--- config.mk ---
export PLATFORM = sky130hd
export DESIGN_NAME = prle_ram
export DESIGN_NICKNAME = d
export VERILOG_FILES = /design/src/rtl/pixel_run_length_packet_encoder_top_defines.svh /design/src/rtl/prle_pkg.sv /design/src/rtl/prle_ram.sv
export SDC_FILE = /design/constraint.sdc
export NUM_CORES = 2
export LEC_CHECK = 0
export BUFFER_PORTS_ARGS = -buffer_cell sky130_fd_sc_hd__buf_4
export CAP_MARGIN = 15
export CELL_PAD_IN_SITES_DETAIL_PLACEMENT = 1
export CELL_PAD_IN_SITES_GLOBAL_PLACEMENT = 1
export CORE_AREA = 2 2 422 424
export CTS_BUF_LIST = sky130_fd_sc_hd__clkbuf_2
export DETAILED_ROUTE_END_ITERATION = 6
export DIE_AREA = 0 0 424 426
export GPL_TIMING_DRIVEN = 0
export PLACE_DENSITY = 0.72
export RECOVER_POWER = 25
export SLEW_MARGIN = 20
export SYNTH_ARGS = -nofsm -noshare
export SYNTH_HDL_FRONTEND = slang
export SYNTH_SLANG_ARGS = --single-unit
export TNS_END_PERCENT = 50
--- constraint.sdc ---
create_clock -name clk -period 9.3 [get_ports clk]
set_input_delay 0.93 -clock clk [delete_from_list [all_inputs] [get_ports clk]]
set_output_delay 0.93 -clock clk [all_outputs]
set_load 0.02 [all_outputs]
--- src/rtl/pixel_run_length_packet_encoder_top_defines.svh ---
// Assertion macros for the packet encoder.
`ifndef PIXEL_RUN_LENGTH_PACKET_ENCODER_TOP_DEFINES_SVH
`define PIXEL_RUN_LENGTH_PACKET_ENCODER_TOP_DEFINES_SVH

// Same-cycle implication, clocked on clk, off during reset.
`define PRLE_ASSERT_IMP(name, ante, cons) \
    name: assert property (@(posedge clk) disable iff (!rst_n) (ante) |-> (cons)) \
        else $error("prle assertion failed");

// Next-cycle implication, clocked on clk, off during reset.
`define PRLE_ASSERT_NEXT(name, ante, cons) \
    name: assert property (@(posedge clk) disable iff (!rst_n) (ante) |=> (cons)) \
        else $error("prle assertion failed");

`endif

--- src/rtl/prle_pkg.sv ---
package prle_pkg;

    localparam int PX_W   = 32;
    localparam int HDR_W  = 8;
    localparam int CNT_W  = 8;
    localparam int BPP_W  = 3;
    localparam int LANES  = 4;
    localparam int LANE_W = 2;
    localparam int PCNT_W = 3;
    localparam int QDEPTH = 4;
    localparam int QPTR_W = 2;

    localparam logic [BPP_W-1:0] BPP_RESET = 3'd4;
    localparam logic [HDR_W-1:0] RUN_FLAG  = 8'h80;

    typedef enum logic [1:0] {
        PKT_NONE,
        PKT_RAW,
        PKT_SINGLE
    } pkt_kind_t;

    // One packet: raw packets read ram_cnt pixels from a bank, plus an optional tail.
    typedef struct packed {
        pkt_kind_t          kind;
        logic               bank;
        logic [CNT_W-1:0]   ram_cnt;
        logic               tail_en;
        logic [PX_W-1:0]    px;
        logic [HDR_W-1:0]   hdr;
    } pkt_t;

    typedef struct packed {
        pkt_t p0;
        pkt_t p1;
    } cmd_t;

    typedef struct packed {
        logic valid;
        logic bank;
    } rel_t;

    typedef struct packed {
        logic [1:0] busy;
        logic       cur;
    } bank_st_t;

    typedef struct packed {
        logic               has_hdr;
        logic [HDR_W-1:0]   hdr;
        logic [PCNT_W-1:0]  cnt;
        logic [LANES-1:0]   ram_mask;
        logic [PX_W-1:0]    px;
        logic               last;
    } item_desc_t;

    function automatic pkt_t mk_single(input logic [PX_W-1:0] px,
                                       input logic [HDR_W-1:0] hdr);
        pkt_t p;
        p      = '0;
        p.kind = PKT_SINGLE;
        p.px   = px;
        p.hdr  = hdr;
        return p;
    endfunction

    function automatic pkt_t mk_raw(input logic bank, input logic [CNT_W-1:0] cnt,
                                    input logic tail_en, input logic [PX_W-1:0] px);
        pkt_t             p;
        logic [CNT_W-1:0] n;
        n         = cnt + CNT_W'(tail_en);
        p         = '0;
        p.kind    = PKT_RAW;
        p.bank    = bank;
        p.ram_cnt = cnt;
        p.tail_en = tail_en;
        p.px      = px;
        p.hdr     = (n - CNT_W'(1)) & ~RUN_FLAG;
        return p;
    endfunction

    function automatic logic [HDR_W-1:0] run_hdr(input logic [CNT_W-1:0] len_m1);
        return RUN_FLAG | (len_m1 & ~RUN_FLAG);
    endfunction

endpackage

--- src/rtl/prle_ram.sv ---
module prle_ram import prle_pkg::*; #(
    parameter int WIDTH = 32,
    parameter int DEPTH = 64
) (
    input  logic                     clk,
    input  logic                     we,
    input  logic [$clog2(DEPTH)-1:0] waddr,
    input  logic [WIDTH-1:0]         wdata,
    input  logic                     re,
    input  logic [$clog2(DEPTH)-1:0] raddr,
    output logic [WIDTH-1:0]         rdata
);

    logic [WIDTH-1:0] mem_reg [DEPTH];
    logic [WIDTH-1:0] rdata_reg;

    always_ff @(posedge clk)
    begin
        if (we)
        begin
            mem_reg[waddr] <= wdata;
        end
        if (re)
        begin
            rdata_reg <= mem_reg[raddr];
        end
    end

    assign rdata = rdata_reg;

endmodule

==> out/results.ini <==
[synth]
synth_cells = 3324
ys_seq_area_frac = 0.7923
synth_largest_type_area_fraction = 0.7923
dominantRegCellSynth = edfxtp_1
yosys_register_bits = 2080
most_numerous_cell_types_in_the_synthesized_netlist = 2080 x edfxtp_1, 544 x mux4_2, 137 x nor2_1
synthesis_warning_total = 0
post-synth-top-count-cell = edfxtp_1
synthDominantAreaCellType = edfxtp_1
synth_area_per_cell_um2 = 23.72
synth_edf_count = 2080
post_synth_instance_area_um2 = 78840
yosys.cell_types.count = 33
synth_async_sr_flop_share = 0
synth_top_cells_by_area = edfxtp_1 79%, mux4_2 16%, mux2i_1 1.2%
mappedNetlistNets = 3371

[worst_setup_path]
cpMaxStageDelayCell = nor2_1
launching_point_of_the_worst_reg2reg_path = mem_reg[19][21]$_DFFE_PP_
worstPathRequired_ns = 10.72
crit_arrival_ns = 5.32
endpoint_kind = flip-flop
critical_path_maximum_fanout = 10
r2r_end = rdata[21]$_DFFE_PP_
critical_path_class = primary input to flip-flop
r2r_setup_slack_ns = 6.28
critical-path-max-stage-delay_ns = 0.94
r2r_cells = 4
worstSetupStartpointType = primary input
crit_chain = buf_2 > buf_2 > buf_2 > clkbuf_1 > buf_2 > mux2i_1 > a21oi_1 > a21oi_1 > nor2_1
cpMostUsedCell = buf_2

[die]
initial_utilization = 0.4486
placementRows = 154
core_area_um2 = 175700
ios = 79
chip_height_um = 426
die_area_um2 = 180600
floorplan.die.width_um = 424

[cts]
post_cts_resized = 0
clk_latency_ns = 1.91
clk_path_buf_depth = 4
cts_tree = built
post-cts-setup-buffers = 0
tritoncts_num_sinks = 2080
cts_hold_buffers = 42
cts_made_buffers = 532
cts.reportedPaths.clkPinSlew_ns = 0.09
clk_root_buffer_cell = clkbuf_2
htree_num_levels = 6

[worst_hold_path]
min_to = mem_reg[51][1]$_DFFE_PP_
worstHoldPathCells = 4
worst_hold_startpoint = waddr[3]
min-delay-path-class = primary input to flip-flop

[detailed_routing]
drt-vias-per-instance = 6.421
drt_first_iter_violations = 7658
vias_after_detailed_routing = 43500
postRouteWirelength_um = 262400
detail-route-antenna-nets = 0
wl_per_cell_um = 38.73
drt_first_pass_iters = 6
post_route_drc_violation_count = 0

[grt]
grt_use_total = 0.2909
busiest_layer = met2
grt_use_met2 = 0.4479
globalRouteMet1Util = 0.3807
grt_max_degree = 65
antenna_found_initial = 24
grtUsageMet3 = 0.07409
first_global_vias = 44510
grt_ovf = 0
global_route_wire_length_before_repair_um = 357300

[final_layout]
layout-area-overhead-vs-synth_pct = 14.97
post_route_cells_drive_above_1_share = 0.3741
stdcell_area_um2 = 90640
layout_cells_excl_fill = 6774
nNetsFinal = 4151
largest_reg_flops = 2048

[timing]
max_freq_ghz = 0.2565
count_of_final_setup_violators = 0
fin_crit_ns = 3.899
fin_setup_tns_ns = 0
final.hold.worst_slack_ns = 0.2490
timing.final.crit_share = 0.4193
rsz_0062_raised_after_global_routing = no
timing.max_slew.rel_slack = -1.610
report.final.hold_viol_count = 0
slew_violations = 1983
clock-skew-final_ns = 0.1704
worst_pin_slew_ns = 3.915

[flow_run]
cap_violations = 31

[placed_design]
post_dp_cell_area_um2 = 85930
place.port_buffers = 70
hpwl_um = 168400
finalWeightedCongestion = 0.8670
dp.cells = 5868

[power_and_ir_drop]
ir_worst_vdd_v = 0.0001467
power_density_nw_per_um2 = 194.9
design_power_total_uw = 17670
power_leakage_uw = 0.02903

[outcome]
violations_in_the_final_reports = capacitance limit, slew limit
outcome = finished, violations left

-- per-stage QoR --
step	utilization	setup WS (ns)
6_report	0.5158	5.401
5_1_grt	0.5158	5.817
4_1_cts	0.5163	5.833
3_5_place_dp	0.4890	3.994
3_3_place_gp	0.4683	1.829
2_1_floorplan	-	5.210
-- critical path: cells and delay by family --
family | cells | cell delay (ns)
buffers and inverters | 5 | 2.46
AND/OR/NAND/NOR | 1 | 0.94
AO/OA/AOI/OAI | 2 | 0.78
multiplexers | 1 | 0.16
-- cell families (layout without fill, tap and decap cells) --
logic type             Yosys count  after routing  synth area share
AO/OA/AOI/OAI                  202            202           0.01666
flip-flops                    2080           2080            0.7923
multiplexers                   637            637            0.1672
other                            0             13                 0
buffers and inverters          182           1279           0.01124
AND/OR/NAND/NOR                223            223           0.01260
-- final cells by class --
| class | count | area, µm² |
|---|---|---|
| Fill cell | 15900 | 85090 |
| Timing Repair Buffer | 246 | 3973 |
| Buffer | 182 | 910.9 |
| Clock buffer | 725 | 3628 |
| Antenna cell | 13 | 32.53 |
| Tap cell | 2340 | 2928 |
| Sequential cell | 2080 | 62460 |
| Clock inverter | 126 | 742.0 |
| Multi-Input combinational cell | 1062 | 15970 |
-- how the worst max path moves through the flow --
| stage | startpoint | slack (ns) | end |
|---|---|---|---|
| after floorplan | waddr[3] | 5.21 | mem_reg[48][0]$_DFFE_PP_ |
| after global placement | waddr[3] | 1.83 | mem_reg[49][11]$_DFFE_PP_ |
| after detailed placement | raddr[1] | 3.99 | rdata[22]$_DFFE_PP_ |
| after CTS | rdata[29]$_DFFE_PP_ | 5.83 | rdata[29] |
| after global routing | raddr[1] | 5.82 | rdata[21]$_DFFE_PP_ |
| final | raddr[1] | 5.40 | rdata[21]$_DFFE_PP_ |
-- power breakdown --
part | total (µW) | internal [µW] | switching (µW)
clock | 6070 | 2330 | 3740
combinational | 1170 | 371 | 799
sequential | 10400 | 10400 | 21.4
-- layout by cell type (no fill, tap or decap), drive strengths merged --
cell type / count
edfxtp: 2080
clkbuf: 831
mux4: 544
buf: 280
nor2: 137
clkinv: 97
mux2i: 93
o22ai: 84
a21oi: 62
dlygate4sd3: 42
o221ai: 27
nand2: 26
nor2b: 15
inv: 14
diode: 13
a22oi: 12
bufinv: 9
nand2b: 8
a311oi: 8
nor3: 7
clkinvlp: 6
nand3b: 5
nand3: 5
or3b: 5
and3: 4
a41o: 4
o32ai: 4
or3: 3
or2: 3
and2: 2
nand4: 2
a31oi: 1
nand4b: 1
-- per-layer routing --
| layer | vias to the layer above | routed length [µm] |
|---|---|---|
| met5 | - | 69 |
| met4 | 10 | 16520 |
| met3 | 817 | 32580 |
| met2 | 3827 | 121600 |
| met1 | 22730 | 91590 |
| li1 | 16110 | - |
(Power assumes the default switching activity.)
