File: config.mk
export PLATFORM = sky130hd
export DESIGN_NAME = prle_queue
export DESIGN_NICKNAME = d
export VERILOG_FILES = /design/src/rtl/pixel_run_length_packet_encoder_top_defines.svh /design/src/rtl/prle_pkg.sv /design/src/rtl/prle_queue.sv
export SDC_FILE = /design/constraint.sdc
export NUM_CORES = 1
export LEC_CHECK = 0
export BUFFER_PORTS_ARGS = -buffer_cell sky130_fd_sc_hd__buf_2
export CAP_MARGIN = 30
export CELL_PAD_IN_SITES_DETAIL_PLACEMENT = 2
export CELL_PAD_IN_SITES_GLOBAL_PLACEMENT = 2
export CORE_UTILIZATION = 45
export DETAILED_ROUTE_END_ITERATION = 10
export HOLD_SLACK_MARGIN = 0.1
export PLACE_DENSITY_LB_ADDON = 0.1
export REMOVE_ABC_BUFFERS = 1
export SYNTH_ARGS = -nofsm -noshare
export SYNTH_HDL_FRONTEND = slang
export SYNTH_SLANG_ARGS = --single-unit
File: constraint.sdc
create_clock -name clk -period 4.3 [get_ports clk]
set_input_delay 0.43 -clock clk [delete_from_list [all_inputs] [get_ports clk]]
set_output_delay 0.43 -clock clk [all_outputs]
set_load 0.05 [all_outputs]
File: src/rtl/pixel_run_length_packet_encoder_top_defines.svh
// Assertion macros for the packet encoder.
`ifndef PIXEL_RUN_LENGTH_PACKET_ENCODER_TOP_DEFINES_SVH
`define PIXEL_RUN_LENGTH_PACKET_ENCODER_TOP_DEFINES_SVH

// Same-cycle implication, clocked on clk, off during reset.
`define PRLE_ASSERT_IMP(name, ante, cons) \
    name: assert property (@(posedge clk) disable iff (!rst_n) (ante) |-> (cons)) \
        else $error("prle assertion failed");

// Next-cycle implication, clocked on clk, off during reset.
`define PRLE_ASSERT_NEXT(name, ante, cons) \
    name: assert property (@(posedge clk) disable iff (!rst_n) (ante) |=> (cons)) \
        else $error("prle assertion failed");

`endif

File: src/rtl/prle_pkg.sv
package prle_pkg;

    localparam int PX_W   = 32;
    localparam int HDR_W  = 8;
    localparam int CNT_W  = 8;
    localparam int BPP_W  = 3;
    localparam int LANES  = 4;
    localparam int LANE_W = 2;
    localparam int PCNT_W = 3;
    localparam int QDEPTH = 4;
    localparam int QPTR_W = 2;

    localparam logic [BPP_W-1:0] BPP_RESET = 3'd4;
    localparam logic [HDR_W-1:0] RUN_FLAG  = 8'h80;

    typedef enum logic [1:0] {
        PKT_NONE,
        PKT_RAW,
        PKT_SINGLE
    } pkt_kind_t;

    // One packet: raw packets read ram_cnt pixels from a bank, plus an optional tail.
    typedef struct packed {
        pkt_kind_t          kind;
        logic               bank;
        logic [CNT_W-1:0]   ram_cnt;
        logic               tail_en;
        logic [PX_W-1:0]    px;
        logic [HDR_W-1:0]   hdr;
    } pkt_t;

    typedef struct packed {
        pkt_t p0;
        pkt_t p1;
    } cmd_t;

    typedef struct packed {
        logic valid;
        logic bank;
    } rel_t;

    typedef struct packed {
        logic [1:0] busy;
        logic       cur;
    } bank_st_t;

    typedef struct packed {
        logic               has_hdr;
        logic [HDR_W-1:0]   hdr;
        logic [PCNT_W-1:0]  cnt;
        logic [LANES-1:0]   ram_mask;
        logic [PX_W-1:0]    px;
        logic               last;
    } item_desc_t;

    function automatic pkt_t mk_single(input logic [PX_W-1:0] px,
                                       input logic [HDR_W-1:0] hdr);
        pkt_t p;
        p      = '0;
        p.kind = PKT_SINGLE;
        p.px   = px;
        p.hdr  = hdr;
        return p;
    endfunction

    function automatic pkt_t mk_raw(input logic bank, input logic [CNT_W-1:0] cnt,
                                    input logic tail_en, input logic [PX_W-1:0] px);
        pkt_t             p;
        logic [CNT_W-1:0] n;
        n         = cnt + CNT_W'(tail_en);
        p         = '0;
        p.kind    = PKT_RAW;
        p.bank    = bank;
        p.ram_cnt = cnt;
        p.tail_en = tail_en;
        p.px      = px;
        p.hdr     = (n - CNT_W'(1)) & ~RUN_FLAG;
        return p;
    endfunction

    function automatic logic [HDR_W-1:0] run_hdr(input logic [CNT_W-1:0] len_m1);
        return RUN_FLAG | (len_m1 & ~RUN_FLAG);
    endfunction

endpackage

File: src/rtl/prle_queue.sv
module prle_queue import prle_pkg::*; (
    input  logic clk,
    input  logic rst_n,
    input  logic push,
    input  cmd_t push_data,
    output logic full,
    output logic valid,
    output cmd_t head,
    input  logic pop
);

    cmd_t              mem_reg [QDEPTH];
    logic [QPTR_W-1:0] head_reg,  head_next;
    logic [QPTR_W-1:0] tail_reg,  tail_next;
    logic [QPTR_W:0]   count_reg, count_next;

    always_ff @(posedge clk or negedge rst_n)
    begin
        if (!rst_n)
        begin
            head_reg  <= '0;
            tail_reg  <= '0;
            count_reg <= '0;
        end
        else
        begin
            head_reg  <= head_next;
            tail_reg  <= tail_next;
            count_reg <= count_next;
        end
    end

    always_ff @(posedge clk)
    begin
        if (push)
        begin
            mem_reg[tail_reg] <= push_data;
        end
    end

    always_comb
    begin
        head_next  = head_reg;
        tail_next  = tail_reg;
        count_next = count_reg;
        if (push)
        begin
            tail_next = tail_reg + QPTR_W'(1);
        end
        if (pop)
        begin
            head_next = head_reg + QPTR_W'(1);
        end
        if (push && !pop)
        begin
            count_next = count_reg + (QPTR_W+1)'(1);
        end
        else if (pop && !push)
        begin
            count_next = count_reg - (QPTR_W+1)'(1);
        end
    end

    assign full  = (count_reg == (QPTR_W+1)'(QDEPTH));
    assign valid = (count_reg != '0);
    assign head  = mem_reg[head_reg];

endmodule

==> impl_metrics.json <==
{
  "grt_usage_pct": 21.7,
  "synth_xor_area_share_pct": 0.341,
  "synth_cells": 578,
  "fin_nets": 1016,
  "std_cell_rows": 67,
  "seq_power_share_pct": 38.3,
  "placed_cell_area_um2": 17100,
  "drt_iter0_drc": 428,
  "startpoint": "head_reg[1]",
  "synthAdderAreaFrac_pct": 0.537,
  "finalCoreUtilization_pct": 57.1,
  "tightest_slew_ns": 0.884,
  "fin_area_um2": 19200,
  "setup_viol": 0,
  "fin_tns_setup_ns": 0,
  "grt_pass1_wl_um": 55300,
  "ys_types": 20,
  "grt_overflow_total": 0,
  "die_y_um": 187,
  "arrival_ns": 2.68,
  "ios": 214,
  "dieArea_um2": 34900,
  "p_int_mw": 9.16,
  "synth_seq_cells": 423,
  "startpoint_type": "flop",
  "grtUsageMet1_pct": 27.6,
  "ctsResizeCount": 0,
  "slew_headroom_pct": 41.1,
  "cp_max_fo": 51,
  "worstPathCellList": "buf_4, mux4_2, buf_2",
  "met2_usage_pct": 37.9,
  "rsz0062_at_grt": "false",
  "wl_per_cell_um": 26.3,
  "cp_slowest_cell": "dfrtp_4",
  "cts_root_buf": "clkbuf_16",
  "synth.avg_cell_area_um2": 26.6,
  "drt_first_pass_iters": 4,
  "num_antenna_cells": 0,
  "grt_start_max_net_pins": 58,
  "tritoncts": "built",
  "maxCapViolCount": 0,
  "power_switching_share_pct": 38.9,
  "yosys-top-cells-area": "edfxtp_1, mux4_2, dfrtp_1",
  "cts_buffer_depth": 3,
  "worstSetupPathType": "flop to output pin",
  "insertion_delay_ns": 0.55,
  "r2r-start": "tail_reg[0]",
  "status": "finished clean",
  "cts_inserted_buffers": 45,
  "drc_errors": 0,
  "drv_slew": 0,
  "ir_worst_vdd_v": 0.000430,
  "leakagePower_nw": 6.60,
  "slowest_delay_ns": 1.00,
  "period_share_pct": 72.4,
  "grt_pass1_vias": 8499,
  "largest_reg_flops": 416,
  "hp-class": "input pin to flop",
  "synth_warnings": 0,
  "synth_top_family_by_area": "multiplexers",
  "synthToLayoutAreaGrowth_pct": 24.7,
  "synth_area_leader_cell": "edfxtp_1",
  "dpl.hpwl_um": 22200,
  "hold_ws_ns": 0.115,
  "use_met3_pct": 4.73,
  "critical_path_buf_inv_count": 2,
  "place_ws_ns": 1.74,
  "synth.area.mux_share_pct": 15.3,
  "power.switching_mw": 5.83,
  "via_per_inst": 5.31,
  "synth-compound-area-share_pct": 0.0325,
  "antenna_left": 0,
  "gp_congestion": 0.679,
  "fin_crit_ns": 3.11,
  "io_buffers": 213,
  "fmax_ghz": 0.321,
  "end_kind": "output pin",
  "clock_power_share_pct": 23.9,
  "num_vias": 7351,
  "p_per_area_nw_per_um2": 782,
  "antenna_found_initial": 2,
  "synth_top_cell_area_share_pct": 81.2,
  "coreArea_um2": 33600,
  "comb_power_share_pct": 37.7,
  "worstPathRequired_ns": 3.87,
  "drive_gt1_share_pct": 42.2,
  "path_clk_slew_ns": 0.07,
  "synth_area_um2": 15400,
  "finalHoldViolations": 0,
  "crit_family": "flip-flops",
  "h-tree-depth": 2,
  "skew_ns": 0.0157,
  "routed_wl_um": 36500,
  "start_util_pct": 45.8,
  "grt-busiest-layer": "met2",
  "setup_slack_ns": 1.19,
  "fp.dieW_um": 187,
  "min_from": "push_data[61]",
  "yosysSeqAreaShare_pct": 82.3,
  "synth_simple_gate_area_share_pct": 0.325,
  "cts.sinks": 423
}
## layout by cell type, fill, tap and decap left out, types with 2 or more instances in the layout
cell type and n:
and2_4 4, buf_12 6, buf_16 2, buf_2 213
buf_4 6, clkbuf_1 14, clkbuf_16 47, clkinv_1 11
clkinv_2 7, dfrtp_1 5, dfrtp_4 2, dlygate4sd3_1 74
edfxtp_1 416, ha_1 5, inv_1 4, mux4_2 104
nand2_1 2, xnor2_1 2, xor2_1 4
## synth_stat cells
cell type / number
edfxtp_1: 416
mux4_2: 104
buf_2: 13
dfrtp_1: 7
buf_6: 5
ha_1: 5
and2_1: 4
clkbuf_1: 4
inv_1: 4
xor2_1: 4
nand2_1: 2
xnor2_1: 2
buf_12: 1
buf_4: 1
fa_1: 1
mux2_2: 1
nor2_1: 1
nor3b_1: 1
o21ai_0: 1
or3_1: 1
## final cells by class
class	count	area, um^2
clock buffers	61	1230
clock inverters	21	124
fillers	2765	14400
inverters	4	15.0
multi-input cells	127	2550
flip-flops and latches	423	12700
well taps	448	561
repair buffers	301	2030
## per-layer routing
metal | vias to the layer above | wire length, um
met5 | - | 27
met4 | 4 | 619
met3 | 48 | 1860
met2 | 230 | 19200
met1 | 3914 | 14800
li1 | 3155 | -
## worst register-to-register path: cells and delay by family, from the launching register on
kind                     cells  cell delay (ns)
adder cells (fa/ha/maj)      1             0.16
buffers and inverters        2             0.70
flip-flops                   1             0.43
AND/OR/NAND/NOR              1             0.67
## final timing paths
kind / to / slack [ns] / cells after the start
worst min-delay path: mem_reg[1][61] / 0.11 / 1
worst min register to register: count_reg[2] / 0.52 / 1
min in group asynchronous: count_reg[2] / 0.27 / 2
worst max-delay path: head[29] / 1.19 / 3
max in group asynchronous: head_reg[0] / 3.83 / 2
worst max register to register: mem_reg[0][55] / 1.95 / 4
## power groups by stage
stage	Combinational, mW	Clock (mW)	Sequential [mW]
final	5.66	3.59	5.75
after global routing	5.95	3.81	5.82
after CTS	5.77	3.67	5.76
after detailed placement	5.70	0	5.83
after global placement	5.54	0	5.73
after floorplan	4.08	0	6.01
## kinds of logic after synthesis
logic type                 count (synthesis)
buffers and inverters                     28
and+or+nand+nor                            9
adders and majority gates                  6
AOI/OAI and AO/OA                          1
DFF                                      423
muxes                                    105
xor gates and xnor gates                   6
## stage by stage
stage,power (mW),instances
final,15.0,1385
after global routing,15.6,1385
after CTS,15.2,1385
after detailed placement,11.5,1229
after global placement,11.3,1225
after floorplan,10.1,554
## timing repair
item	CTS	global route
endpoints found under the hold margin	285	0
hold buffers	74	0
setup buffers	0	0
Note: power is estimated with default switching activity, not from simulation.
