File: src/rtl/pixel_run_length_packet_encoder_top_defines.svh
// Assertion macros for the packet encoder.
`ifndef PIXEL_RUN_LENGTH_PACKET_ENCODER_TOP_DEFINES_SVH
`define PIXEL_RUN_LENGTH_PACKET_ENCODER_TOP_DEFINES_SVH

// Same-cycle implication, clocked on clk, off during reset.
`define PRLE_ASSERT_IMP(name, ante, cons) \
    name: assert property (@(posedge clk) disable iff (!rst_n) (ante) |-> (cons)) \
        else $error("prle assertion failed");

// Next-cycle implication, clocked on clk, off during reset.
`define PRLE_ASSERT_NEXT(name, ante, cons) \
    name: assert property (@(posedge clk) disable iff (!rst_n) (ante) |=> (cons)) \
        else $error("prle assertion failed");

`endif

File: src/rtl/prle_pkg.sv
package prle_pkg;

    localparam int PX_W   = 32;
    localparam int HDR_W  = 8;
    localparam int CNT_W  = 8;
    localparam int BPP_W  = 3;
    localparam int LANES  = 4;
    localparam int LANE_W = 2;
    localparam int PCNT_W = 3;
    localparam int QDEPTH = 4;
    localparam int QPTR_W = 2;

    localparam logic [BPP_W-1:0] BPP_RESET = 3'd4;
    localparam logic [HDR_W-1:0] RUN_FLAG  = 8'h80;

    typedef enum logic [1:0] {
        PKT_NONE,
        PKT_RAW,
        PKT_SINGLE
    } pkt_kind_t;

    // One packet: raw packets read ram_cnt pixels from a bank, plus an optional tail.
    typedef struct packed {
        pkt_kind_t          kind;
        logic               bank;
        logic [CNT_W-1:0]   ram_cnt;
        logic               tail_en;
        logic [PX_W-1:0]    px;
        logic [HDR_W-1:0]   hdr;
    } pkt_t;

    typedef struct packed {
        pkt_t p0;
        pkt_t p1;
    } cmd_t;

    typedef struct packed {
        logic valid;
        logic bank;
    } rel_t;

    typedef struct packed {
        logic [1:0] busy;
        logic       cur;
    } bank_st_t;

    typedef struct packed {
        logic               has_hdr;
        logic [HDR_W-1:0]   hdr;
        logic [PCNT_W-1:0]  cnt;
        logic [LANES-1:0]   ram_mask;
        logic [PX_W-1:0]    px;
        logic               last;
    } item_desc_t;

    function automatic pkt_t mk_single(input logic [PX_W-1:0] px,
                                       input logic [HDR_W-1:0] hdr);
        pkt_t p;
        p      = '0;
        p.kind = PKT_SINGLE;
        p.px   = px;
        p.hdr  = hdr;
        return p;
    endfunction

    function automatic pkt_t mk_raw(input logic bank, input logic [CNT_W-1:0] cnt,
                                    input logic tail_en, input logic [PX_W-1:0] px);
        pkt_t             p;
        logic [CNT_W-1:0] n;
        n         = cnt + CNT_W'(tail_en);
        p         = '0;
        p.kind    = PKT_RAW;
        p.bank    = bank;
        p.ram_cnt = cnt;
        p.tail_en = tail_en;
        p.px      = px;
        p.hdr     = (n - CNT_W'(1)) & ~RUN_FLAG;
        return p;
    endfunction

    function automatic logic [HDR_W-1:0] run_hdr(input logic [CNT_W-1:0] len_m1);
        return RUN_FLAG | (len_m1 & ~RUN_FLAG);
    endfunction

endpackage

File: src/rtl/prle_back.sv
module prle_back import prle_pkg::*; #(
    parameter int ROW_W = 5
) (
    input  logic                        clk,
    input  logic                        rst_n,
    input  logic                        q_valid,
    input  cmd_t                        cmd,
    output logic                        q_pop,
    output logic                        re,
    output logic [ROW_W:0]              raddr,
    input  logic [LANES-1:0][PX_W-1:0]  rdata,
    output rel_t                        rel,
    output logic                        out_valid,
    input  logic                        out_stall,
    output logic                        has_header,
    output logic [HDR_W-1:0]            header_byte,
    output logic [PCNT_W-1:0]           pixel_count,
    output logic [LANES-1:0][PX_W-1:0]  lanes,
    output logic                        last_of_run
);

    logic             phase_reg, phase_next;
    logic [CNT_W-1:0] done_reg,  done_next;
    logic             s2_valid_reg, s2_valid_next;
    item_desc_t       s2_reg;
    logic             out_valid_reg, out_valid_next;
    logic             hdr_flag_reg;
    logic [HDR_W-1:0] hdr_reg;
    logic [PCNT_W-1:0] cnt_reg;
    logic [LANES-1:0][PX_W-1:0] lanes_reg;
    logic             last_reg;

    pkt_t             pk;
    logic [CNT_W-1:0] n;
    logic [CNT_W-1:0] rem;
    logic             pkt_last;
    logic             entry_last;
    item_desc_t       desc;
    logic             out_ready;
    logic             s2_adv;
    logic             issue;
    logic [LANES-1:0][PX_W-1:0] asm_lanes;

    assign out_ready = !out_valid_reg || !out_stall;
    assign s2_adv    = s2_valid_reg && out_ready;
    assign issue     = q_valid && (!s2_valid_reg || s2_adv);

    always_comb
    begin
        pk  = phase_reg ? cmd.p1 : cmd.p0;
        n   = pk.ram_cnt + CNT_W'(pk.tail_en);
        rem = n - done_reg;
        desc          = '0;
        desc.px       = pk.px;
        desc.hdr      = pk.hdr;
        pkt_last      = 1'b1;
        if (pk.kind == PKT_RAW)
        begin
            desc.has_hdr = (done_reg == '0);
            if (rem > CNT_W'(LANES))
            begin
                desc.cnt = PCNT_W'(LANES);
                pkt_last = 1'b0;
            end
            else
            begin
                desc.cnt = PCNT_W'(rem);
            end
            for (int j = 0; j < LANES; j++)
            begin
                desc.ram_mask[j] = ({1'b0, done_reg} + (CNT_W+1)'(j)) < {1'b0, pk.ram_cnt};
            end
        end
        else
        begin
            desc.has_hdr = 1'b1;
            desc.cnt     = PCNT_W'(1);
        end
        entry_last = pkt_last && (phase_reg || (cmd.p1.kind == PKT_NONE));
        desc.last  = entry_last;
    end

    assign q_pop     = issue && entry_last;
    assign re        = issue && (pk.kind == PKT_RAW);
    assign raddr     = {pk.bank, ROW_W'(done_reg >> LANE_W)};
    assign rel.valid = re && pkt_last;
    assign rel.bank  = pk.bank;

    always_comb
    begin
        phase_next = phase_reg;
        done_next  = done_reg;
        if (issue)
        begin
            if (entry_last)
            begin
                phase_next = 1'b0;
                done_next  = '0;
            end
            else if (pkt_last)
            begin
                phase_next = 1'b1;
                done_next  = '0;
            end
            else
            begin
                done_next = done_reg + CNT_W'(LANES);
            end
        end
        s2_valid_next = s2_valid_reg;
        if (issue)
        begin
            s2_valid_next = 1'b1;
        end
        else if (s2_adv)
        begin
            s2_valid_next = 1'b0;
        end
        out_valid_next = out_valid_reg;
        if (out_ready)
        begin
            out_valid_next = s2_valid_reg;
        end
    end

    always_comb
    begin
        for (int j = 0; j < LANES; j++)
        begin
            if (PCNT_W'(j) < s2_reg.cnt)
            begin
                asm_lanes[j] = s2_reg.ram_mask[j] ? rdata[j] : s2_reg.px;
            end
            else
            begin
                asm_lanes[j] = '0;
            end
        end
    end

    always_ff @(posedge clk or negedge rst_n)
    begin
        if (!rst_n)
        begin
            phase_reg     <= 1'b0;
            done_reg      <= '0;
            s2_valid_reg  <= 1'b0;
            out_valid_reg <= 1'b0;
        end
        else
        begin
            phase_reg     <= phase_next;
            done_reg      <= done_next;
            s2_valid_reg  <= s2_valid_next;
            out_valid_reg <= out_valid_next;
        end
    end

    always_ff @(posedge clk)
    begin
        if (issue)
        begin
            s2_reg <= desc;
        end
        if (s2_adv)
        begin
            hdr_flag_reg <= s2_reg.has_hdr;
            hdr_reg      <= s2_reg.has_hdr ? s2_reg.hdr : '0;
            cnt_reg      <= s2_reg.cnt;
            lanes_reg    <= asm_lanes;
            last_reg     <= s2_reg.last;
        end
    end

    assign out_valid   = out_valid_reg;
    assign has_header  = hdr_flag_reg;
    assign header_byte = hdr_reg;
    assign pixel_count = cnt_reg;
    assign lanes       = lanes_reg;
    assign last_of_run = last_reg;

endmodule

File: config.mk
export PLATFORM = sky130hd
export DESIGN_NAME = prle_back
export DESIGN_NICKNAME = d
export VERILOG_FILES = /design/src/rtl/pixel_run_length_packet_encoder_top_defines.svh /design/src/rtl/prle_pkg.sv /design/src/rtl/prle_back.sv
export SDC_FILE = /design/constraint.sdc
export NUM_CORES = 1
export LEC_CHECK = 0
export BUFFER_PORTS_ARGS = -buffer_cell sky130_fd_sc_hd__buf_2
export CAP_MARGIN = 0
export CELL_PAD_IN_SITES_DETAIL_PLACEMENT = 0
export CELL_PAD_IN_SITES_GLOBAL_PLACEMENT = 1
export CORE_MARGIN = 2
export CORE_UTILIZATION = 41
export CTS_CLUSTER_SIZE = 40
export DETAILED_ROUTE_END_ITERATION = 12
export PLACE_DENSITY_LB_ADDON = 0.1
export SYNTH_ARGS = -nofsm -noshare
export SYNTH_HDL_FRONTEND = slang
export SYNTH_SLANG_ARGS = --single-unit
File: constraint.sdc
create_clock -name clk -period 18.1 [get_ports clk]
set_input_delay 1.81 -clock clk [delete_from_list [all_inputs] [get_ports clk]]
set_output_delay 1.81 -clock clk [all_outputs]
set_load 0.02 [all_outputs]
==> qor.csv <==
metric,value,unit
Area Growth Syn to Fin,28.6,%
Port Buf Inserts,387,
DP HPWL,21700,µm
num rows,56,
Rel. slew slack,28.0,%
detailed-route vias per instance,4.95,
WS Path Type,input pin to primary output,
fillers,2141,
Multi-input gate area,3680,µm²
Async SR Flop Fraction,4.52,%
Bufs on Longest Clock Path,2,
Reg area,5930,µm²
Synth area leaders,"edfxtp_1, mux2i_1, mux2_2, nor2_1, ha_1",
minimum clock period,6560,ps
Hold Fails Final Rpt,0,
worst skew pair latency,440,ps
wire length per cell,20.6,µm
Fin Setup TNS,0,ps
WP data required,16290,ps
Nets,1370,
vias in the first global route,6969,
number of synthesized flops with an enable pin,190,
Die Area,25300,µm²
Starting DRT DRC Count,464,
Post-CTS Setup Bufs,0,
Routed Antenna Nets,0,
Starting Density,41.9,%
max cap viols,0,
Global Route met3 Usage,5.39,%
most frequent cell after synthesis,edfxtp_1,
Yosys reg bits,199,
Ports,388,
count of cell types in the netlist,54,
CTS sink count,199,
PostCTS Resize Cnt,0,
antenna violations before repair,6,
"Slew Viols, Final",0,
CTS H-tree lvls,4,
grt met2 use,39.4,%
first-pass GRT wire length,44400,µm
Core Area,23500,µm²
GRT Total Usage,23.4,%
max FFs per register,128,
cell mode on critical path,buf_2,
CP Launch Type,input pin,
Crit Path Max Fanout,7,
Synth area leader,edfxtp_1,
CTS tree,done,
CTS buffer count,17,
slowest cell delay on critical path,530,ps
most used flip-flop cell after synthesis,edfxtp_1,
maximum clock rate,152,MHz
Worst-path clk slew,70,ps
Synthesized Nets,1004,
Crit-path slowest cell,fa_1,
clk_skew,26.1,ps
post-synth top area share,57.8,%
PwrDens,118,nW/µm²
crit share post-route,36.3,%
"Hold-fix buffers, CTS",0,
worst hold path class,flip-flop to flip-flop,
Pleak,5.64,nW
post-synthesis sequential area ratio,60.1,%
Overflow after GRT,0,
mapped cell area,9870,µm²
largest net degree at the start of global routing,73,
Ys Warns,0,
final-report setup violation count,0,
CTS Root Cell,clkbuf_16,
Worst-Margin Slew,1080,ps
Die Ht,159,µm
Synth Instances,737,
DR pass1 iterations,4,
vias post-DR,7133,
RSZ-0062 raised after global routing,no,
Die W,159,µm
DRT Wirelength,29800,µm
GR peak layer,met2,
crit end category,primary output,
met1 usage,30.3,%
syn_area_per_cell,13.4,µm²
run status,completed,
Placer Congestion,0.813,
Post-synth top cells,"edfxtp_1, mux2i_1, nor2_1",
peak supply drop,0.0000620,V
final hold slack,422,ps
layout cells sized above 1,43.4,%
CP Cell Sequence,buf_2 -> mux2i_1 -> inv_1 -> fa_1 -> and3_1 -> or3_1 -> a211oi_1 -> o21ai_2 -> nor3_2 -> and2_1 -> buf_2,
worst path arrival time,4750,ps
DRC viols,0,
layout make-up:
type / instances / area share [%]
inverters: 16 / 0.473
well taps: 319 / 3.15
clock buffers: 18 / 3.38
clock inverters: 14 / 1.22
repair buffers: 397 / 15.9
flip-flops and latches: 199 / 46.8
multi-input cells: 472 / 29.0
diodes: 6 / 0.118
worst max-delay path, delay by kind of cell:
family          cells  cell delay (ps)
fa+ha+maj           1              530
compound gates      2              420
buf+inv             3              510
simple gates        4             1160
mux                 1              330
logic make-up after synthesis:
family,share of synthesized area [%]
flops,60.1
simple gates,9.47
mux,18.8
buf+inv,2.89
compound gates,4.03
fa+ha+maj,4.16
xor+xnor,0.444
other cells,0.0761
per-layer routing:
layer	vias to the layer above	routed length [µm]
li1	3411	-
met1	3454	12600
met2	246	15000
met3	22	1740
met4	0	381
met5	-	0
where the power goes:
group | internal, mW | switching [mW]
registers | 0.596 | 0.0387
logic | 0.198 | 0.283
clock network | 0.197 | 0.184
final timing paths:
check                               start          end  slack, ps  cells after the start
worst max-delay path              cmd[42]       rel[1]      11540                     11
worst min-delay path            s2_reg[0]  last_of_run        420                      0
worst max register to register  phase_reg   s2_reg[38]      13790                     10
worst min register to register  s2_reg[0]  last_of_run        420                      0
max in group asynchronous           rst_n    phase_reg      16600                      1
min in group asynchronous           rst_n  done_reg[2]       1250                      1
cells in the final DEF, fill, tap and decap left out, types with 3 or more instances in the layout:
master / n
nor2_1: 108
dfrtp_1: 8
a21o_1: 6
o21ai_0: 11
nand3_1: 5
nor2b_1: 34
buf_4: 10
o21bai_1: 3
a211oi_1: 3
and2_1: 9
ha_1: 28
a31oi_1: 3
nor3b_1: 3
a21oi_1: 12
nand2_1: 15
diode_2: 6
fa_1: 3
nor3_1: 4
nand2b_1: 4
mux2_2: 43
buf_2: 387
inv_1: 15
edfxtp_1: 190
mux2i_1: 137
inv_6: 4
inv_8: 4
o22ai_1: 4
xor2_1: 3
clkbuf_16: 17
per-stage QoR:
step                power, mW  setup WS [ps]  cells  instance area [µm²]  util (%)
detailed placement       1.13          11540   1403                12100      51.3
finish                   1.50          11540   1441                12700      53.9
floorplan               0.987           5250    737                 9870         -
global placement         1.12          11580   1403                12100      51.3
global route             1.58          11310   1441                12700      53.9
CTS                      1.51          11530   1435                12700      53.8
Power figures use the tool's default switching activity.
