### config.mk
export PLATFORM = sky130hd
export DESIGN_NAME = prle_front
export DESIGN_NICKNAME = d
export VERILOG_FILES = /design/src/rtl/pixel_run_length_packet_encoder_top_defines.svh /design/src/rtl/prle_pkg.sv /design/src/rtl/prle_front.sv
export SDC_FILE = /design/constraint.sdc
export NUM_CORES = 1
export LEC_CHECK = 0
export ABC_AREA = 1
export BUFFER_PORTS_ARGS = -buffer_cell sky130_fd_sc_hd__buf_2
export CORE_MARGIN = 2
export CORE_UTILIZATION = 26
export DETAILED_ROUTE_END_ITERATION = 16
export GPL_TIMING_DRIVEN = 0
export HOLD_SLACK_MARGIN = 0.03
export PLACE_DENSITY_LB_ADDON = 0.12
export SYNTH_ARGS = -nofsm -noshare
export SYNTH_HDL_FRONTEND = slang
export SYNTH_SLANG_ARGS = --single-unit
### constraint.sdc
create_clock -name clk -period 2.2 [get_ports clk]
set_input_delay 0.11 -clock clk [delete_from_list [all_inputs] [get_ports clk]]
set_output_delay 0.11 -clock clk [all_outputs]
set_load 0.05 [all_outputs]
### src/rtl/pixel_run_length_packet_encoder_top_defines.svh
// Assertion macros for the packet encoder.
`ifndef PIXEL_RUN_LENGTH_PACKET_ENCODER_TOP_DEFINES_SVH
`define PIXEL_RUN_LENGTH_PACKET_ENCODER_TOP_DEFINES_SVH

// Same-cycle implication, clocked on clk, off during reset.
`define PRLE_ASSERT_IMP(name, ante, cons) \
    name: assert property (@(posedge clk) disable iff (!rst_n) (ante) |-> (cons)) \
        else $error("prle assertion failed");

// Next-cycle implication, clocked on clk, off during reset.
`define PRLE_ASSERT_NEXT(name, ante, cons) \
    name: assert property (@(posedge clk) disable iff (!rst_n) (ante) |=> (cons)) \
        else $error("prle assertion failed");

`endif

### src/rtl/prle_pkg.sv
package prle_pkg;

    localparam int PX_W   = 32;
    localparam int HDR_W  = 8;
    localparam int CNT_W  = 8;
    localparam int BPP_W  = 3;
    localparam int LANES  = 4;
    localparam int LANE_W = 2;
    localparam int PCNT_W = 3;
    localparam int QDEPTH = 4;
    localparam int QPTR_W = 2;

    localparam logic [BPP_W-1:0] BPP_RESET = 3'd4;
    localparam logic [HDR_W-1:0] RUN_FLAG  = 8'h80;

    typedef enum logic [1:0] {
        PKT_NONE,
        PKT_RAW,
        PKT_SINGLE
    } pkt_kind_t;

    // One packet: raw packets read ram_cnt pixels from a bank, plus an optional tail.
    typedef struct packed {
        pkt_kind_t          kind;
        logic               bank;
        logic [CNT_W-1:0]   ram_cnt;
        logic               tail_en;
        logic [PX_W-1:0]    px;
        logic [HDR_W-1:0]   hdr;
    } pkt_t;

    typedef struct packed {
        pkt_t p0;
        pkt_t p1;
    } cmd_t;

    typedef struct packed {
        logic valid;
        logic bank;
    } rel_t;

    typedef struct packed {
        logic [1:0] busy;
        logic       cur;
    } bank_st_t;

    typedef struct packed {
        logic               has_hdr;
        logic [HDR_W-1:0]   hdr;
        logic [PCNT_W-1:0]  cnt;
        logic [LANES-1:0]   ram_mask;
        logic [PX_W-1:0]    px;
        logic               last;
    } item_desc_t;

    function automatic pkt_t mk_single(input logic [PX_W-1:0] px,
                                       input logic [HDR_W-1:0] hdr);
        pkt_t p;
        p      = '0;
        p.kind = PKT_SINGLE;
        p.px   = px;
        p.hdr  = hdr;
        return p;
    endfunction

    function automatic pkt_t mk_raw(input logic bank, input logic [CNT_W-1:0] cnt,
                                    input logic tail_en, input logic [PX_W-1:0] px);
        pkt_t             p;
        logic [CNT_W-1:0] n;
        n         = cnt + CNT_W'(tail_en);
        p         = '0;
        p.kind    = PKT_RAW;
        p.bank    = bank;
        p.ram_cnt = cnt;
        p.tail_en = tail_en;
        p.px      = px;
        p.hdr     = (n - CNT_W'(1)) & ~RUN_FLAG;
        return p;
    endfunction

    function automatic logic [HDR_W-1:0] run_hdr(input logic [CNT_W-1:0] len_m1);
        return RUN_FLAG | (len_m1 & ~RUN_FLAG);
    endfunction

endpackage

### src/rtl/prle_front.sv
module prle_front import prle_pkg::*; #(
    parameter int MAX_PACKET = 128,
    parameter int ROW_W      = 5
) (
    input  logic                    clk,
    input  logic                    rst_n,
    input  logic                    bpp_we,
    input  logic [BPP_W-1:0]        bytes_per_pixel,
    input  logic                    acc,
    input  logic [PX_W-1:0]         pixel,
    input  logic                    line_end,
    input  rel_t                    rel,
    output logic                    push,
    output cmd_t                    cmd,
    output logic [LANES-1:0]        wr_en,
    output logic [ROW_W:0]          wr_addr,
    output logic [PX_W-1:0]         wr_data,
    output bank_st_t                bst
);

    localparam logic [CNT_W:0] MAX_C = (CNT_W+1)'(MAX_PACKET);

    logic [BPP_W-1:0] bpp_reg;
    logic [PX_W-1:0]  prev_reg,    prev_next;
    logic             started_reg, started_next;
    logic [CNT_W-1:0] rep_reg,     rep_next;
    logic [CNT_W-1:0] pend_reg,    pend_next;
    logic             cur_reg,     cur_next;
    logic [1:0]       busy_reg,    busy_next;

    logic [PX_W-1:0]  mask;
    logic [PX_W-1:0]  p;
    logic             flush_raw;
    logic             switch_bank;
    logic             wr;
    logic [CNT_W-1:0] pend1;
    logic [CNT_W-1:0] rep1;
    pkt_t             run_pkt;

    always_ff @(posedge clk or negedge rst_n)
    begin
        if (!rst_n)
        begin
            bpp_reg     <= BPP_RESET;
            prev_reg    <= '0;
            started_reg <= 1'b0;
            rep_reg     <= '0;
            pend_reg    <= '0;
            cur_reg     <= 1'b0;
            busy_reg    <= '0;
        end
        else
        begin
            if (bpp_we)
            begin
                bpp_reg <= bytes_per_pixel;
            end
            prev_reg    <= prev_next;
            started_reg <= started_next;
            rep_reg     <= rep_next;
            pend_reg    <= pend_next;
            cur_reg     <= cur_next;
            busy_reg    <= busy_next;
        end
    end

    always_comb
    begin
        unique case (bpp_reg)
            3'd0, 3'd1: mask = 32'h0000_00FF;
            3'd2:       mask = 32'h0000_FFFF;
            3'd3:       mask = 32'h00FF_FFFF;
            default:    mask = 32'hFFFF_FFFF;
        endcase
    end

    assign p     = pixel & mask;
    assign pend1 = pend_reg + CNT_W'(1);
    assign rep1  = rep_reg + CNT_W'(1);

    always_comb
    begin
        prev_next    = prev_reg;
        started_next = started_reg;
        rep_next     = rep_reg;
        pend_next    = pend_reg;
        cmd.p0       = '0;
        cmd.p1       = '0;
        cmd.p0.kind  = PKT_NONE;
        cmd.p1.kind  = PKT_NONE;
        flush_raw    = 1'b0;
        switch_bank  = 1'b0;
        wr           = 1'b0;
        run_pkt      = mk_single(prev_reg, run_hdr(rep1));

        if (acc)
        begin
            if (!started_reg)
            begin
                prev_next    = p;
                started_next = 1'b1;
                rep_next     = '0;
                pend_next    = '0;
                if (line_end)
                begin
                    cmd.p0 = mk_single(p, '0);
                end
            end
            else if (p == prev_reg)
            begin
                flush_raw = (rep_reg == '0) && (pend_reg != '0);
                if (flush_raw)
                begin
                    cmd.p0      = mk_raw(cur_reg, pend_reg, 1'b0, '0);
                    switch_bank = 1'b1;
                    pend_next   = '0;
                end
                // full run or line end closes the run now
                if (({1'b0, rep_reg} + (CNT_W+1)'(2) >= MAX_C) || line_end)
                begin
                    if (flush_raw)
                    begin
                        cmd.p1 = run_pkt;
                    end
                    else
                    begin
                        cmd.p0 = run_pkt;
                    end
                    rep_next     = '0;
                    started_next = 1'b0;
                end
                else
                begin
                    rep_next = rep1;
                end
            end
            else
            begin
                if (rep_reg != '0)
                begin
                    cmd.p0   = mk_single(prev_reg, run_hdr(rep_reg));
                    rep_next = '0;
                    if (line_end)
                    begin
                        cmd.p1 = mk_single(p, '0);
                    end
                end
                else
                begin
                    wr = 1'b1;
                    if ({1'b0, pend1} >= MAX_C)
                    begin
                        cmd.p0      = mk_raw(cur_reg, pend1, 1'b0, '0);
                        switch_bank = 1'b1;
                        pend_next   = '0;
                        if (line_end)
                        begin
                            cmd.p1 = mk_single(p, '0);
                        end
                    end
                    else if (line_end)
                    begin
                        cmd.p0      = mk_raw(cur_reg, pend1, 1'b1, p);
                        switch_bank = 1'b1;
                    end
                    else
                    begin
                        pend_next = pend1;
                    end
                end
                prev_next = p;
            end

            if (line_end)
            begin
                started_next = 1'b0;
                rep_next     = '0;
                pend_next    = '0;
            end
        end
    end

    always_comb
    begin
        busy_next = busy_reg;
        cur_next  = cur_reg;
        if (rel.valid)
        begin
            busy_next[rel.bank] = 1'b0;
        end
        if (switch_bank)
        begin
            busy_next[cur_reg] = 1'b1;
            cur_next           = ~cur_reg;
        end
    end

    always_comb
    begin
        wr_en = '0;
        if (wr)
        begin
            wr_en[pend_reg[LANE_W-1:0]] = 1'b1;
        end
    end

    assign wr_addr  = {cur_reg, ROW_W'(pend_reg >> LANE_W)};
    assign wr_data  = prev_reg;
    assign push     = acc && (cmd.p0.kind != PKT_NONE);
    assign bst.busy = busy_reg;
    assign bst.cur  = cur_reg;

endmodule

==> metrics.json, run 1 <==
{
  "synth_common_cells": {"value": "372 x nand2_1, 120 x inv_1, 117 x o21ai_0"},
  "switching_power": {"value": 2.22, "unit": "mW"},
  "yosysMostFrequentCell": {"value": "nand2_1"},
  "die_height": {"value": 161, "unit": "um"},
  "synthesis.area_per_instance": {"value": 5.58, "unit": "um^2"},
  "layout.cell_area.non_filler": {"value": 0.0116, "unit": "mm^2"},
  "cts.path.max_buffers": {"value": 2},
  "drt_iter0_drc": {"value": 637},
  "synth-async-reset-ratio": {"value": 100, "unit": "%"},
  "antenna-diode-count": {"value": 0},
  "worst_setup_hold_path_clk_slew": {"value": 90, "unit": "ps"},
  "vias_per_cell": {"value": 4.99},
  "status": {"value": "complete, but fails checks"},
  "cts_sinks": {"value": 55},
  "tritoncts.num_buffers": {"value": 5},
  "preCtsSetupSlack": {"value": -1030, "unit": "ps"},
  "placement.cell_area": {"value": 0.00904, "unit": "mm^2"},
  "timing.setup.critical_path_class": {"value": "reg -> out"},
  "fin_crit_sh": {"value": 137, "unit": "%"},
  "max_cap_viol_count": {"value": 0},
  "timing.final.hold_violations": {"value": 0},
  "rsz_0062_raised_after_global_routing": {"value": "true"},
  "first_global_vias": {"value": 8481},
  "syn_to_final_growth": {"value": 81.9, "unit": "%"},
  "grt_max_degree": {"value": 56},
  "htree_levels": {"value": 2},
  "tritoncts": {"value": "built"},
  "sw_frac_of_total": {"value": 49.0, "unit": "%"},
  "min_path_type": {"value": "in -> reg"},
  "hpwl": {"value": 22900, "unit": "um"},
  "max_freq": {"value": 331, "unit": "MHz"},
  "timing_max_transition_violations_final": {"value": 0},
  "die-width": {"value": 161, "unit": "um"},
  "rows": {"value": 57},
  "r2r.worst_path.cells": {"value": 17},
  "groute.usage.overall": {"value": 24.6, "unit": "%"},
  "final_antenna_net_count": {"value": 0},
  "route.vias.total": {"value": 8601},
  "gp_congestion": {"value": 0.866},
  "power.share.combinational": {"value": 53.4, "unit": "%"},
  "finalWorstPathRequiredPeriod": {"value": 3020, "unit": "ps"},
  "route.detailed.drc": {"value": 0},
  "floorplan.core_area": {"value": 0.0242, "unit": "mm^2"},
  "synth_enable_flop_cells": {"value": 0},
  "arrival": {"value": 2910, "unit": "ps"},
  "power.ir.vdd_worst": {"value": 0.265, "unit": "mV"},
  "cts-root-buf": {"value": "clkbuf_16"},
  "p_leak": {"value": 5.31, "unit": "nW"},
  "clockPowerShare": {"value": 19.8, "unit": "%"},
  "clk_latency": {"value": 330, "unit": "ps"},
  "finalSetupViolCount": {"value": 147},
  "ys_seq_area_share": {"value": 21.6, "unit": "%"},
  "finish.net_count": {"value": 1448},
  "critPathRequiredTime": {"value": 2090, "unit": "ps"},
  "internal_power_of_the_cells": {"value": 2.32, "unit": "mW"},
  "io_buffers": {"value": 176},
  "grt_antenna_before_repair": {"value": 0},
  "crit_path_start_kind": {"value": "flop"},
  "wire_length_of_the_first_global_routing_pass": {"value": 49200, "unit": "um"},
  "drt_total_wl": {"value": 32100, "unit": "um"},
  "io_pins": {"value": 192},
  "worst_slew_pin_slew": {"value": 1400, "unit": "ps"},
  "min_delay_path_depth": {"value": 3},
  "post_synth_num_cell_types": {"value": 35},
  "synth.largest_area_cell": {"value": "nand2_1"},
  "yosysWarnings": {"value": 0},
  "setup.worst_path.end_class": {"value": "output pin"},
  "ys_dominant_reg_cell": {"value": "dfrtp_1"},
  "drive_gt1_share": {"value": 44.9, "unit": "%"},
  "worst_path_setup_slack_after_routing": {"value": -819, "unit": "ps"},
  "failed_checks": {"value": "setup timing"},
  "initial_utilization": {"value": 26.4, "unit": "%"},
  "synthesis.instances": {"value": 1141},
  "yosys.area.top_type_share": {"value": 21.9, "unit": "%"},
  "worstPathMaxFanout": {"value": 10},
  "globalRouteOverflowTotal": {"value": 0},
  "slew_headroom": {"value": 6.38, "unit": "%"},
  "power_frac_seq": {"value": 26.8, "unit": "%"},
  "skew": {"value": 17.8, "unit": "ps"},
  "first_pass_iters": {"value": 5},
  "mappedNetlistArea": {"value": 0.00637, "unit": "mm^2"},
  "synth_seq_cells": {"value": 55},
  "largest_register_ff_count": {"value": 32},
  "power.density": {"value": 392, "unit": "mW/mm^2"},
  "routed_wire_length_per_instance": {"value": 18.6, "unit": "um"},
  "synth_top_cells_by_area": {"value": "nand2_1 22%, dfrtp_1 21%, o21ai_0 9.2%"},
  "p_total": {"value": 4.54, "unit": "mW"},
  "die_area": {"value": 0.0258, "unit": "mm^2"}
}
-- power by group through the flow --
stage	clock network [mW]	logic, mW	registers [mW]
final	0.898	2.43	1.22
after global routing	0.950	2.58	1.23
after CTS	0.916	2.34	1.21
after detailed placement	0	2.01	1.23
after global placement	0	2.00	1.23
after floorplan	0	1.28	1.43
-- cells by family (layout without fill, tap and decap cells) --
kind of cell | count (synthesis) | after routing | synth area share (%)
compound gates | 233 | 233 | 19.3
simple gates | 613 | 615 | 40.0
flops | 55 | 55 | 21.6
buf+inv | 215 | 459 | 15.2
fa+ha+maj | 7 | 7 | 1.37
mux | 1 | 1 | 0.177
xor+xnor | 16 | 16 | 2.20
other cells | 1 | 14 | 0.0588
-- metrics by stage --
step	setup TNS, ps	instances	hold WS (ps)	utilization [%]
finish	-87870	1724	51.4	47.9
global route	-108510	1724	50.0	47.9
CTS	-87040	1719	55.6	46.6
detailed placement	-112100	1654	255	37.4
global placement	-112350	1654	315	37.4
floorplan	-10440	1154	-186	-
-- worst max-delay path, stage by stage (launching register included) --
cell and delay [ps]:
dfstp_2 650, inv_2 120, nand2_4 140, nand2_1 160
xor2_1 170, nor2_1 100, nand2_1 100, nor2_4 130
nand2_4 110, nor2_4 140, nand2_4 80, buf_12 170
buf_16 150, o22ai_4 140, buf_6 200
-- final cells by class --
class | instances | area (um^2)
plain buffers | 91 | 836
clock buffers | 7 | 143
clock inverters | 1 | 5.00
fillers | 2454 | 12600
inverters | 123 | 477
multi-input cells | 886 | 5980
flip-flops and latches | 55 | 1420
well taps | 324 | 405
repair buffers | 237 | 2320
-- final timing paths --
check,startpoint,to,slack [ps]
hold / removal,rel[0],busy_reg[0]$_DFF_PN0_,50
max in group asynchronous,rst_n,wr_data[28]$_DFFE_PN0P_,1150
min in group asynchronous,rst_n,pend_reg[2]$_DFFE_PN0P_,440
setup / recovery,bpp_reg[2]$_DFFE_PN1P_,cmd[23],-820
hold reg to reg,busy_reg[1]$_DFF_PN0_,busy_reg[1]$_DFF_PN0_,500
setup reg to reg,bpp_reg[2]$_DFFE_PN1P_,wr_data[3]$_DFFE_PN0P_,-450
-- placed cells by master (no fill, tap or decap), drive strengths merged --
| master | synthesis | layout |
|---|---|---|
| a21boi | 1 | 1 |
| a21oi | 55 | 55 |
| a22oi | 3 | 3 |
| buf | 57 | 285 |
| clkbuf | 35 | 43 |
| clkinv | 1 | 2 |
| clkinvlp | 0 | 2 |
| conb | 1 | 14 |
| dfrtp | 54 | 54 |
| dfstp | 1 | 1 |
| dlygate4sd3 | 0 | 7 |
| ha | 7 | 7 |
| inv | 122 | 120 |
| mux2 | 1 | 1 |
| nand2 | 378 | 380 |
| nand3 | 74 | 74 |
| nand3b | 2 | 2 |
| nand4 | 14 | 14 |
| nor2 | 102 | 102 |
| nor3 | 43 | 43 |
| o211ai | 1 | 1 |
| o21ai | 153 | 153 |
| o22ai | 20 | 20 |
| xnor2 | 2 | 2 |
| xor2 | 14 | 14 |
-- layer usage --
layer	GRT usage (%)	up-vias	wire (um)
li1	-	4185	-
met1	33.1	4065	14400
met2	40.5	309	15100
met3	3.41	42	1810
met4	8.39	0	830
met5	0	-	0
-- repair_timing --
item                                    CTS  global route
hold endpoints to repair                 57             0
cloned                                    9             1
pin swaps                                38            22
endpoints found under the setup margin  147           147
gates resized for setup                 406            80
buffers inserted                         43             5
hold buffers                              7             0
Power figures use the tool's default switching activity.
==> run 2: changes to the inputs <==
--- a/config.mk
+++ b/config.mk
@@ -13,6 +13,7 @@
 export GPL_TIMING_DRIVEN = 0
 export HOLD_SLACK_MARGIN = 0.03
 export PLACE_DENSITY_LB_ADDON = 0.12
+export RECOVER_POWER = 50
 export SYNTH_ARGS = -nofsm -noshare
 export SYNTH_HDL_FRONTEND = slang
 export SYNTH_SLANG_ARGS = --single-unit
==> run 2 against run 1 <==
Against the previous run: the flow finishes with violations (capacitance limit, slew limit, setup timing); first-iteration DRC count down 3.8%; die area unchanged; register-to-register slack about the same; combinational power about the same; core utilization down 0.13 points; final cell count unchanged; routed wire length down 0.17%; hold slack better by 1.2 ps; global-route usage unchanged; critical path type unchanged; critical endpoint is now cmd[60]; largest cell class unchanged; largest power group unchanged; highest routed layer unchanged.
==> metrics.json, run 2 (synthesis results as in run 1) <==
{
  "timing.setup.critical_path_class": {"value": "reg -> out"},
  "hpwl": {"value": 22900, "unit": "um"},
  "p_leak": {"value": 5.23, "unit": "nW"},
  "tritoncts.num_buffers": {"value": 5},
  "largest_register_ff_count": {"value": 32},
  "power_frac_seq": {"value": 26.9, "unit": "%"},
  "clockPowerShare": {"value": 19.8, "unit": "%"},
  "crit_top_cell": {"value": "nand2_2"},
  "crit_path_start_kind": {"value": "flop"},
  "rsz_0062_raised_after_global_routing": {"value": "true"},
  "drive_gt1_share": {"value": 43.2, "unit": "%"},
  "most_frequent_cells_in_the_layout": {"value": "306 x nand2_1, 114 x inv_1, 89 x buf_6"},
  "power.ir.vdd_worst": {"value": 0.263, "unit": "mV"},
  "globalRouteOverflowTotal": {"value": 0},
  "initial_utilization": {"value": 26.4, "unit": "%"},
  "worst_setup_hold_path_clk_slew": {"value": 90, "unit": "ps"},
  "htree_levels": {"value": 2},
  "slew_headroom": {"value": -9.67, "unit": "%"},
  "io_pins": {"value": 192},
  "cts.path.max_buffers": {"value": 2},
  "grt_max_degree": {"value": 56},
  "route.detailed.drc": {"value": 0},
  "drt_total_wl": {"value": 32000, "unit": "um"},
  "sw_frac_of_total": {"value": 49.1, "unit": "%"},
  "preCtsSetupSlack": {"value": -1030, "unit": "ps"},
  "syn_to_final_growth": {"value": 81.4, "unit": "%"},
  "rows": {"value": 57},
  "worst_path_setup_slack_after_routing": {"value": -826, "unit": "ps"},
  "first_pass_iters": {"value": 5},
  "io_buffers": {"value": 176},
  "max_cap_viol_count": {"value": 1},
  "crit_slowest_cell": {"value": "dfstp_2"},
  "die_height": {"value": 161, "unit": "um"},
  "final_antenna_net_count": {"value": 0},
  "status": {"value": "complete, but fails checks"},
  "first_global_vias": {"value": 8481},
  "grt_antenna_before_repair": {"value": 0},
  "route.vias.total": {"value": 8600},
  "min_path_type": {"value": "in -> reg"},
  "routed_wire_length_per_instance": {"value": 18.6, "unit": "um"},
  "power.density": {"value": 391, "unit": "mW/mm^2"},
  "skew": {"value": 18.0, "unit": "ps"},
  "floorplan.core_area": {"value": 0.0242, "unit": "mm^2"},
  "crit_path_max_incr_delay": {"value": 660, "unit": "ps"},
  "arrival": {"value": 2920, "unit": "ps"},
  "fin_crit_sh": {"value": 138, "unit": "%"},
  "r2r.worst_path.cells": {"value": 19},
  "die-width": {"value": 161, "unit": "um"},
  "max_freq": {"value": 330, "unit": "MHz"},
  "finalWorstPathRequiredPeriod": {"value": 3030, "unit": "ps"},
  "p_total": {"value": 4.52, "unit": "mW"},
  "worst_slew_pin_slew": {"value": 1650, "unit": "ps"},
  "timing.final.hold_violations": {"value": 0},
  "tritoncts": {"value": "built"},
  "die_area": {"value": 0.0258, "unit": "mm^2"},
  "worstPathMaxFanout": {"value": 10},
  "cts_sinks": {"value": 55},
  "setup.worst_path.end_class": {"value": "output pin"},
  "critPathRequiredTime": {"value": 2090, "unit": "ps"},
  "power.share.combinational": {"value": 53.3, "unit": "%"},
  "cts-root-buf": {"value": "clkbuf_16"},
  "min_delay_path_depth": {"value": 3},
  "finish.net_count": {"value": 1448},
  "drt_iter0_drc": {"value": 613},
  "layout_commonest_cell": {"value": "nand2_1"},
  "wire_length_of_the_first_global_routing_pass": {"value": 49200, "unit": "um"},
  "failed_checks": {"value": "capacitance limit, slew limit, setup timing"},
  "groute.usage.overall": {"value": 24.6, "unit": "%"},
  "cp_cell_sequence": {"value": "buf_8 > nand2_4 > nand2_2 > nand2_2 > nor2_4 > nand2_2 > nor2_2 > nand2_2 > nor2_4 > nand2_4 > buf_12 > buf_12 > nand2_1 > o21ai_2 > a21oi_4 > buf_6"},
  "gp_congestion": {"value": 0.866},
  "vias_per_cell": {"value": 4.99},
  "timing_max_transition_violations_final": {"value": 56},
  "switching_power": {"value": 2.22, "unit": "mW"},
  "clk_latency": {"value": 330, "unit": "ps"},
  "antenna-diode-count": {"value": 0},
  "internal_power_of_the_cells": {"value": 2.30, "unit": "mW"},
  "finalSetupViolCount": {"value": 147}
}
run 2: cell types whose count changed in the layout (fill, tap and decap cells not counted), sizes merged:
| cell | before | now |
|---|---|---|
| clkbuf | 43 | 67 |
| buf | 285 | 261 |
run 2: through the flow:
step	hold slack, ps	setup TNS (ps)	cell area, um^2	utilization, %	cells
2_1_floorplan	-186	-10440	7750	-	1154
3_3_place_gp	315	-112350	9030	37.4	1654
3_5_place_dp	255	-112100	9040	37.4	1654
4_1_cts	55.6	-87040	11300	46.6	1719
5_1_grt	50.0	-108520	11600	47.8	1724
6_report	52.6	-88800	11600	47.8	1724
run 2: timing repair:
| action | in CTS | in global routing |
|---|---|---|
| hold buffers | 7 | 0 |
| gates cloned | 9 | 1 |
| endpoints found under the hold margin | 57 | 0 |
| setup buffers | 43 | 5 |
| gates resized for setup | 406 | 80 |
| endpoints found under the setup margin | 147 | 147 |
| pin swaps | 38 | 22 |
run 2: final timing paths:
check / startpoint / to / slack (ps)
setup / recovery: bpp_reg[2]$_DFFE_PN1P_ / cmd[60] / -830
hold / removal: pixel[7] / wr_data[7]$_DFFE_PN0P_ / 50
setup reg to reg: bpp_reg[2]$_DFFE_PN1P_ / wr_data[3]$_DFFE_PN0P_ / -460
hold reg to reg: busy_reg[1]$_DFF_PN0_ / busy_reg[1]$_DFF_PN0_ / 500
max in group asynchronous: rst_n / wr_data[28]$_DFFE_PN0P_ / 340
min in group asynchronous: rst_n / pend_reg[2]$_DFFE_PN0P_ / 760
run 2: final cells by class:
cell class / instances / area [um^2]
clock inverter: 1 / 5.00
inverter: 123 / 477
multi-input combinational: 886 / 5980
clock buffer: 7 / 143
fill: 2468 / 12600
sequential: 55 / 1420
buffer: 91 / 836
timing repair buffer: 237 / 2290
tap: 324 / 405
run 2: metal layers:
metal | track usage [%] | vias up | wire [um] | share of wire [%]
met5 | 0 | - | 0 | 0
met4 | 8.39 | 0 | 789 | 2.5
met3 | 3.41 | 44 | 1810 | 5.6
met2 | 40.5 | 315 | 15100 | 47
met1 | 33.1 | 4063 | 14300 | 45
li1 | - | 4178 | - | -
run 2: power groups by stage:
stage | logic, mW | registers, mW | clock network [mW]
finish | 2.41 | 1.22 | 0.895
global route | 2.57 | 1.23 | 0.950
CTS | 2.34 | 1.21 | 0.916
detailed placement | 2.01 | 1.23 | 0
global placement | 2.00 | 1.23 | 0
floorplan | 1.28 | 1.43 | 0
run 2: worst max-delay path, delay by kind of cell (launching register included):
family | cells | cell delay (ps)
DFF | 1 | 660
AOI/OAI and AO/OA | 2 | 280
and+or+nand+nor | 10 | 940
buffers and inverters | 4 | 710
